===== src/design/srq_ram.sv =====
// Generic single-write, single-read synchronous RAM with registered read data.
`timescale 1ns / 1ps
`default_nettype none
module srq_ram #(
  parameter int WIDTH  = 8,
  parameter int ADDR_W = 4
) (
  input  wire logic              clk,
  input  wire logic              we,
  input  wire logic [ADDR_W-1:0] waddr,
  input  wire logic [WIDTH-1:0]  wdata,
  input  wire logic [ADDR_W-1:0] raddr,
  output logic      [WIDTH-1:0]  rdata
);

  logic [WIDTH-1:0] mem [2**ADDR_W];

  // Write port
  always_ff @(posedge clk) begin
    if (we) begin
      mem[waddr] <= wdata;
    end
  end

  // Read port, registered read data
  always_ff @(posedge clk) begin
    rdata <= mem[raddr];
  end

endmodule
`default_nettype wire


===== config.mk =====
export PLATFORM = sky130hd
export DESIGN_NAME = srq_ram
export DESIGN_NICKNAME = d
export VERILOG_FILES = /design/src/design/srq_ram.sv
export SDC_FILE = /design/constraint.sdc
export NUM_CORES = 1
export LEC_CHECK = 0
export ABC_AREA = 1
export BUFFER_PORTS_ARGS = -buffer_cell sky130_fd_sc_hd__buf_2
export CORE_MARGIN = 3
export CORE_UTILIZATION = 42
export DETAILED_ROUTE_END_ITERATION = 8
export SLEW_MARGIN = 15
export SYNTH_ARGS = -nofsm -noshare
export SYNTH_HDL_FRONTEND = slang
export SYNTH_SLANG_ARGS = --single-unit

===== constraint.sdc =====
create_clock -name clk -period 2 [get_ports clk]
set_input_delay 0.2 -clock clk [delete_from_list [all_inputs] [get_ports clk]]
set_output_delay 0.2 -clock clk [all_outputs]
set_load 0.03 [all_outputs]

==> summary.txt <==
Status
  – Status: finished clean

Worst setup path
  – Crit path buf inv count: 1
  – Delay-heaviest family, CP: flip-flops
  – Critical path class: flop to output pin
  – FF-to-FF setup slack: 0.96 ns
  – Crit-path cells: buf_2
  – Slowest cell delay on critical path: 0.37 ns
  – Worst-path fanout max: 1
  – Critical Path Sink Type: output pin
  – Startpoint types: flop
  – CP required: approximately 1.8 ns
  – WP data arrival: 1.00 ns
  – Slowest CP cell: dfxtp_1

Floorplanning
  – Starting Density: 0.432
  – Die height: approximately 120 um
  – Full die area: 0.0152 sq mm
  – Num rows: 42
  – Die width: 123 um
  – CORE AREA: 0.0133 sq mm
  – Io pins: 26

Timing
  – Minimum clock period: 1.20 ns
  – Final count of hold timing violations: 0
  – Fmax: 0.833 GHz
  – RSZ-0062 raised after global routing: no
  – Skew final: 0.0106 ns
  – Slew Limit Fails: 0
  – Rel. slew slack: 0.526
  – Setup TNS: 0 ns
  – Setup ws final: 0.800 ns
  – Setup-failing EPs final: 0
  – Slew @ Worst Pin: 0.708 ns
  – Crit share post-route: 0.600
  – Final hold slack: about 0.16 ns

Drt
  – ANT nets after route: 0
  – DRC Markers: 0
  – Vias per cell: a little under 5
  – Vias post-DR: 3778
  – Routed WL: 13200 um
  – DRT iter0 DRCs: 450
  – Pre-antenna DRT Iters: 5
  – Routed length per instance: 17.1 um

Synthesis
  – Cell variety after synth: 12
  – Cells after Synth: 551
  – Syn avg cell area: between 10 and 15 sq um
  – FF+latch count, synth: 136
  – Post-synth net total: 569
  – Synth warnings: 0
  – Synthesized area: 0.00577 sq mm
  – Register area share after synthesis: 0.694

Power and ir drop
  – Power share of the combinational group: 0.063
  – Sw frac: 0.217
  – Flop pwr share: 0.492
  – Leakage power: ~2.9 nW
  – Switching power: ~1.4 mW
  – Pwr per Cell Area: 986 mW/mm^2
  – Internal power: 5.11 mW
  – Design Power: 6.52 mW
  – VDD IR max: 0.636 mV
  – Clk pwr share: 0.445

Clock network
  – Max H-tree Level: 4
  – CTS tree: built
  – CTS clk-pin slew, worst paths: 0.05 ns
  – CTS root buf: clkbuf_16
  – Num CTS Buffers: 17
  – CTS Buffer Depth: 2
  – Post-CTS Setup Inserts: 0
  – Post-CTS Resized: 0
  – Clk_lat worst skew: 0.42 ns
  – Hold Buf Count CTS: 0
  – Sink Count: 136

Cells and area
  – Layout cell share with drive strength beyond 1: 0.112
  – Area Overhead vs Synth: 14.8%
  – Final net count: just over 600
  – Leading cell type in the layout, fill and taps excluded: nand2_1
  – Most frequent cells in the layout: 173 x nand2_1, 128 x edfxtp_1, 100 x inv_1
  – Antenna Cells: 0

Place
  – Detail Placement HPWL: 8330 um
  – IO Port Bufs: 25
  – Placer Congestion: between 0.8 and 0.9
  – Dpl ws: 0.372 ns

Hold path
  – HP Class: input pin to flop

Job
  – Max_cap viols: 0

GRT
  – First-pass GRT wire length: 20900 um
  – Remaining global-route overflow: 0
  – Initial antenna violation count: 0
  – Total global-route track usage: 0.189
  – Largest net degree at the start of global routing: 64
  – Vias in the first global route: between 3k and 4k
-- worst paths after layout --
| check | startpoint | endpoint | cells after the start |
|---|---|---|---|
| hold / removal | raddr[3] | rdata[3] | 3 |
| hold reg to reg | mem[10][3] | rdata[3] | 6 |
| setup reg to reg | mem[3][7] | rdata[7] | 6 |
| setup / recovery | rdata[3] | rdata[3] | 1 |
-- logic make-up after synthesis --
| kind of cell | Yosys count | synth area share |
|---|---|---|
| buffers and inverters | 126 | 0.0952 |
| and+or+nand+nor | 289 | 0.210 |
| DFF | 136 | 0.694 |
-- layer usage --
layer	up-vias	GRT usage	wire length, um
met4	0	0.0782	285
met2	103	0.286	6220
met1	1819	0.267	6110
li1	1839	-	-
met5	-	0	0
met3	17	0.0398	601
-- registers in the layout (all words and copies together) (netlist names) --
name,flops
mem,128
rdata,8
-- stage by stage --
stage          cell area, sq um  std cells   util
6_report                   6620        775  0.496
5_1_grt                    6620        775  0.496
4_1_cts                    6620        775  0.496
3_5_place_dp               6070        743  0.455
3_3_place_gp               6070        743  0.455
2_1_floorplan              5770        551      -
-- cell usage after synthesis (all sizes together) --
library cell / n / area, sq um
nor2: 17 / 63.8
buf: 24 / 166
nand3: 97 / 485
edfxtp: 128 / 3840
nand3b: 2 / 15.0
inv: 102 / 383
dfxtp: 8 / 160
nand2: 173 / 649
-- layout make-up --
cell class	instances	area [sq um]
well taps	176	220
flip-flops and latches	136	4000
inverters	102	383
clock inverters	11	106
repair buffers	40	250
multi-input cells	289	1210
fillers	1251	6730
clock buffers	21	440
-- power by group through the flow --
stage | clock, mW | combinational, mW | sequential, mW
after global routing | 3.08 | 0.460 | 3.22
after detailed placement | 0 | 0.417 | 3.27
after CTS | 2.94 | 0.418 | 3.21
after floorplan | 0 | 0.225 | 3.30
after global placement | 0 | 0.414 | 3.27
final | 2.90 | 0.412 | 3.21
Note: power is estimated with default switching activity, not from simulation.
