`src/design/srq_pkg.sv`:
```
// Shared types and constants for the sequenced retransmit queue.
`timescale 1ns / 1ps
`default_nettype none
package srq_pkg;

  // Ring depth; must be a power of two so the slot is the low sequence bits.
  localparam int DEPTH  = 1024;
  localparam int SLOT_W = $clog2(DEPTH);

  // Field widths
  localparam int SEQ_W  = 32;
  localparam int OFF_W  = 20;
  localparam int LEN_W  = 16;
  localparam int PEND_W = 11;
  localparam int CFG_W  = 20;

  // Configuration register indexes
  localparam logic CFG_MAX_PENDING = 1'b0;
  localparam logic CFG_BUFFER_SIZE = 1'b1;

  // Reset values of the configuration registers
  localparam logic [PEND_W-1:0] MAX_PENDING_RST = PEND_W'(1000);
  localparam logic [OFF_W-1:0]  BUFFER_SIZE_RST = OFF_W'(262144);

  typedef enum logic [1:0] {
    OP_ADD       = 2'd0,
    OP_READ_HEAD = 2'd1,
    OP_MARK_SENT = 2'd2,
    OP_FETCH     = 2'd3
  } op_e;

  typedef enum logic [1:0] {
    ST_CLEAR,
    ST_IDLE,
    ST_EXEC
  } state_e;

  typedef struct packed {
    op_e              operation;
    logic [LEN_W-1:0] msg_len;
    logic [SEQ_W-1:0] seq;
  } req_t;

  typedef struct packed {
    logic              ok;
    logic [SEQ_W-1:0]  seq_out;
    logic [OFF_W-1:0]  offset;
    logic [LEN_W-1:0]  length;
    logic [PEND_W-1:0] pending;
  } res_t;

  // One stored message descriptor
  typedef struct packed {
    logic [SEQ_W-1:0] seq;
    logic [OFF_W-1:0] offset;
    logic [LEN_W-1:0] length;
  } desc_t;

  // Sequencer to datapath control
  typedef struct packed {
    logic              idle;
    logic              exec;
    logic              clearing;
    logic [SLOT_W-1:0] clr_idx;
  } ctrl_t;

endpackage
`default_nettype wire

```
`src/design/srq_ctrl.sv`:
```
// Sequencer: post-reset clearing sweep, then accept / execute per request.
`timescale 1ns / 1ps
`default_nettype none
module srq_ctrl (
  input  wire logic          clk,
  input  wire logic          rst,
  input  wire logic          start,
  output srq_pkg::ctrl_t     ctrl
);
  import srq_pkg::*;

  state_e            state, state_next;
  logic [SLOT_W-1:0] clr_idx;
  logic              clr_last;

  assign clr_last = (clr_idx == SLOT_W'(DEPTH - 1));

  // State register and sweep counter
  always_ff @(posedge clk) begin
    if (rst) begin
      state   <= ST_CLEAR;
      clr_idx <= '0;
    end else begin
      state <= state_next;
      if (state == ST_CLEAR) begin
        clr_idx <= clr_idx + SLOT_W'(1);
      end
    end
  end

  // Next state
  always_comb begin
    state_next = state;
    unique case (state)
      ST_CLEAR: if (clr_last) state_next = ST_IDLE;
      ST_IDLE:  if (start) state_next = ST_EXEC;
      ST_EXEC:  state_next = ST_IDLE;
      default:  state_next = ST_CLEAR;
    endcase
  end

  // Outputs
  always_comb begin
    ctrl          = '0;
    ctrl.clr_idx  = clr_idx;
    unique case (state)
      ST_CLEAR: ctrl.clearing = 1'b1;
      ST_IDLE:  ctrl.idle     = 1'b1;
      ST_EXEC:  ctrl.exec     = 1'b1;
      default:  ctrl.clearing = 1'b0;
    endcase
  end

endmodule
`default_nettype wire

```
`config.mk`:
```
export PLATFORM = sky130hd
export DESIGN_NAME = srq_ctrl
export DESIGN_NICKNAME = d
export VERILOG_FILES = /design/src/design/srq_pkg.sv /design/src/design/srq_ctrl.sv
export SDC_FILE = /design/constraint.sdc
export NUM_CORES = 1
export LEC_CHECK = 0
export BUFFER_PORTS_ARGS = -buffer_cell sky130_fd_sc_hd__buf_4
export CAP_MARGIN = 20
export CORE_AREA = 2 2 39 41
export CTS_BUF_LIST = sky130_fd_sc_hd__clkbuf_4
export CTS_CLUSTER_SIZE = 25
export DETAILED_ROUTE_END_ITERATION = 6
export DIE_AREA = 0 0 41 43
export PLACE_DENSITY = 0.76
export SLEW_MARGIN = 20
export SYNTH_ARGS = -nofsm -noshare
export SYNTH_HDL_FRONTEND = slang
export SYNTH_SLANG_ARGS = --single-unit
```
`constraint.sdc`:
```
create_clock -name clk -period 1.8 [get_ports clk]
set_clock_uncertainty 0.15 [all_clocks]
set_input_delay 0.18 -clock clk [delete_from_list [all_inputs] [get_ports clk]]
set_output_delay 0.18 -clock clk [all_outputs]
set_load 0.05 [all_outputs]
```
==> flow_summary.toml <==
[clock_tree]
cts_buffer_depth = 2
h-tree-depth = 1
hold_buffers = 0
cts-root-buf = "clkbuf_4"
postCtsSetupBuffers = 0
cts_sinks = 12
clk_latency_ns = 0.27
cts_tree = "done"
cts_buffers = 3
cts_resized = 0
path_clk_slew_ns = 0.08

[final_layout]
drive_gt1_share_pct = 31.3
area_growth_pct = 28.1
fin_nets = 85
antenna_cells = 0

[logic_synthesis]
ys_warn_count = 0
syn_avg_cell_area_um2 = 9.12
synth_ff_type = "dfxtp_1"
async_flop_share_pct = 0
synth_top_family_by_area = "simple AND/OR/NAND/NOR gates"
syn_area_um2 = 566
synth-adder-area-share_pct = 2.21
synth-xor-area-share_pct = 3.10
synth.area.top_cells = "dfxtp_1, a21oi_1, nand4bb_4, mux2_2, nor2_1"
seq_area_frac_synth_pct = 42.5
synthTopCellsByCount = "dfxtp_1, a21oi_1, nor2_1"
synth-compound-area-share_pct = 13.9
yosysMostFrequentCell = "dfxtp_1"
synthesis.nets = 66
synth_edf_count = 0
syn_inst = 62
yosys.cell_types.count = 23
synth-simple-area-share_pct = 31.6
synth_top_cell_by_area = "dfxtp_1"
synthMuxAreaShare_pct = 3.98
yosys_register_bits = 12
synth_top_cell_area_share_pct = 42.5

[die]
die_y_um = 43
placementRows = 14
io-pin-count = 16
dieArea_um2 = 1760
start_util_pct = 40.9
die_w_um = 41
core_area_um2 = 1380

[sta]
worst-slew-pin-transition_ns = 0.392
worst_slack_ns = 0.144
relSlewSlack_pct = 73.8
period_share_pct = 92.0
setup_viol = 0
rsz0062_at_grt = "false"
max_freq_mhz = 604
hold_viol = 0
post-route-min-period_ns = 1.66
fin_setup_tns_ns = 0
slew_viol_final = 0

[detailed_routing]
viasPerCell = 5.43
first_pass_iters = 4
drc = 0
ant_nets = 0
drt_iter0_drc = 5
wire_per_inst_um = 12.4
finalWirelength_um = 1200
num_vias = 521

[critical_path]
arrival_ns = 1.66
start_kind = "flip-flop"
crit_fanout = 4
required_ns = 1.81
crit_path_end_kind = "flip-flop"
crit_type = "flip-flop to flip-flop"

[run]
cap_violations = 0

[grt]
track_usage_pct = 16.7
grt_start_max_net_pins = 15
grt_pass1_wl_um = 1890
antenna_found_initial = 0
grt_pass1_vias = 437
grt.overflow.total = 0

[worst_hold_path]
hold_path_class = "input port to flip-flop"

[place]
dp_hpwl_um = 867
port_buffers = 15
dpl_worst_slack_ns = 0.161
gp_congestion = 0.731

[run_status]
status = "finished, final reports clean"

[power]
p_per_area_nw_per_um2 = 702
leakagePower_uw = 0.000273
ir_worst_vdd_mv = 0.426
p_total_uw = 509
[worst paths after layout]
check	start	end	slack, ns	depth (start not counted)
worst max-delay path	clr_idx[0]$_SDFFE_PP0P_	clr_idx[6]$_SDFFE_PP0P_	0.14	4
worst min-delay path	rst	clr_idx[9]$_SDFFE_PP0P_	0.02	2
worst max register to register	clr_idx[0]$_SDFFE_PP0P_	clr_idx[6]$_SDFFE_PP0P_	0.14	4
worst min register to register	clr_idx[9]$_SDFFE_PP0P_	clr_idx[9]$_SDFFE_PP0P_	0.36	2
[layer usage]
metal,wire [um],vias up,global-route usage [%]
li1,-,263,-
met1,575,243,21.0
met2,524,13,22.2
met3,75,2,9.42
met4,19,0,8.00
met5,0,-,0
[placed cells by master, fill, tap and decap left out]
cell,n
nor3b_1,2
and2b_1,1
a31o_2,1
nor2b_1,3
nand2_1,3
dfxtp_1,9
or4_1,2
nand4bb_4,1
nand3_1,2
inv_1,3
clkbuf_4,3
nand4_1,2
o21ai_0,3
nand4b_1,1
dfxtp_2,3
buf_4,15
a21oi_1,8
o31ai_1,2
ha_1,1
mux2_2,2
nor2_1,5
nor4_1,1
xnor2_1,2
nor4b_1,1
or3_1,3
clkinv_1,1
[stage by stage]
stage | hold WS, ns | utilization (%) | cell area, um^2 | cells
finish | 0.0245 | 52.4 | 724 | 96
global route | 0.0185 | 52.4 | 724 | 96
CTS | 0.0133 | 52.4 | 724 | 96
detailed placement | 0.299 | 50.5 | 698 | 92
global placement | 0.296 | 50.5 | 698 | 92
floorplan | 0.170 | - | 569 | 62
[report_power, final]
part	leakage (uW)	internal [uW]	switching [uW]
Combinational	0.000160	19.9	37.2
Clock	0.0000154	80.2	88.6
Sequential	0.0000982	273	10.2
[critical path, stage by stage (launching register included)]
cell,delay (ns)
dfxtp_2,0.39
ha_1,0.18
nand4b_1,0.15
nor4b_1,0.30
mux2_2,0.37
[flip-flops by register name, summed over array words and instances, names as in the netlist]
name	cells
clr_idx	10
state	2
[layout make-up]
class | instances | area (um^2)
tap | 16 | 20.0
multi-input combinational | 46 | 310
inverter | 3 | 11.3
fill | 138 | 659
clock inverter | 1 | 3.75
timing repair buffer | 15 | 113
sequential | 12 | 244
clock buffer | 3 | 22.5
[cells by family after synthesis]
kind of cell             count (synthesis)
AO/OA/AOI/OAI                           14
multiplexers                             2
flip-flops                              12
adder cells (fa/ha/maj)                  1
buffers and inverters                    4
XOR/XNOR                                 2
AND/OR/NAND/NOR                         27
Power figures use the tool's default switching activity.
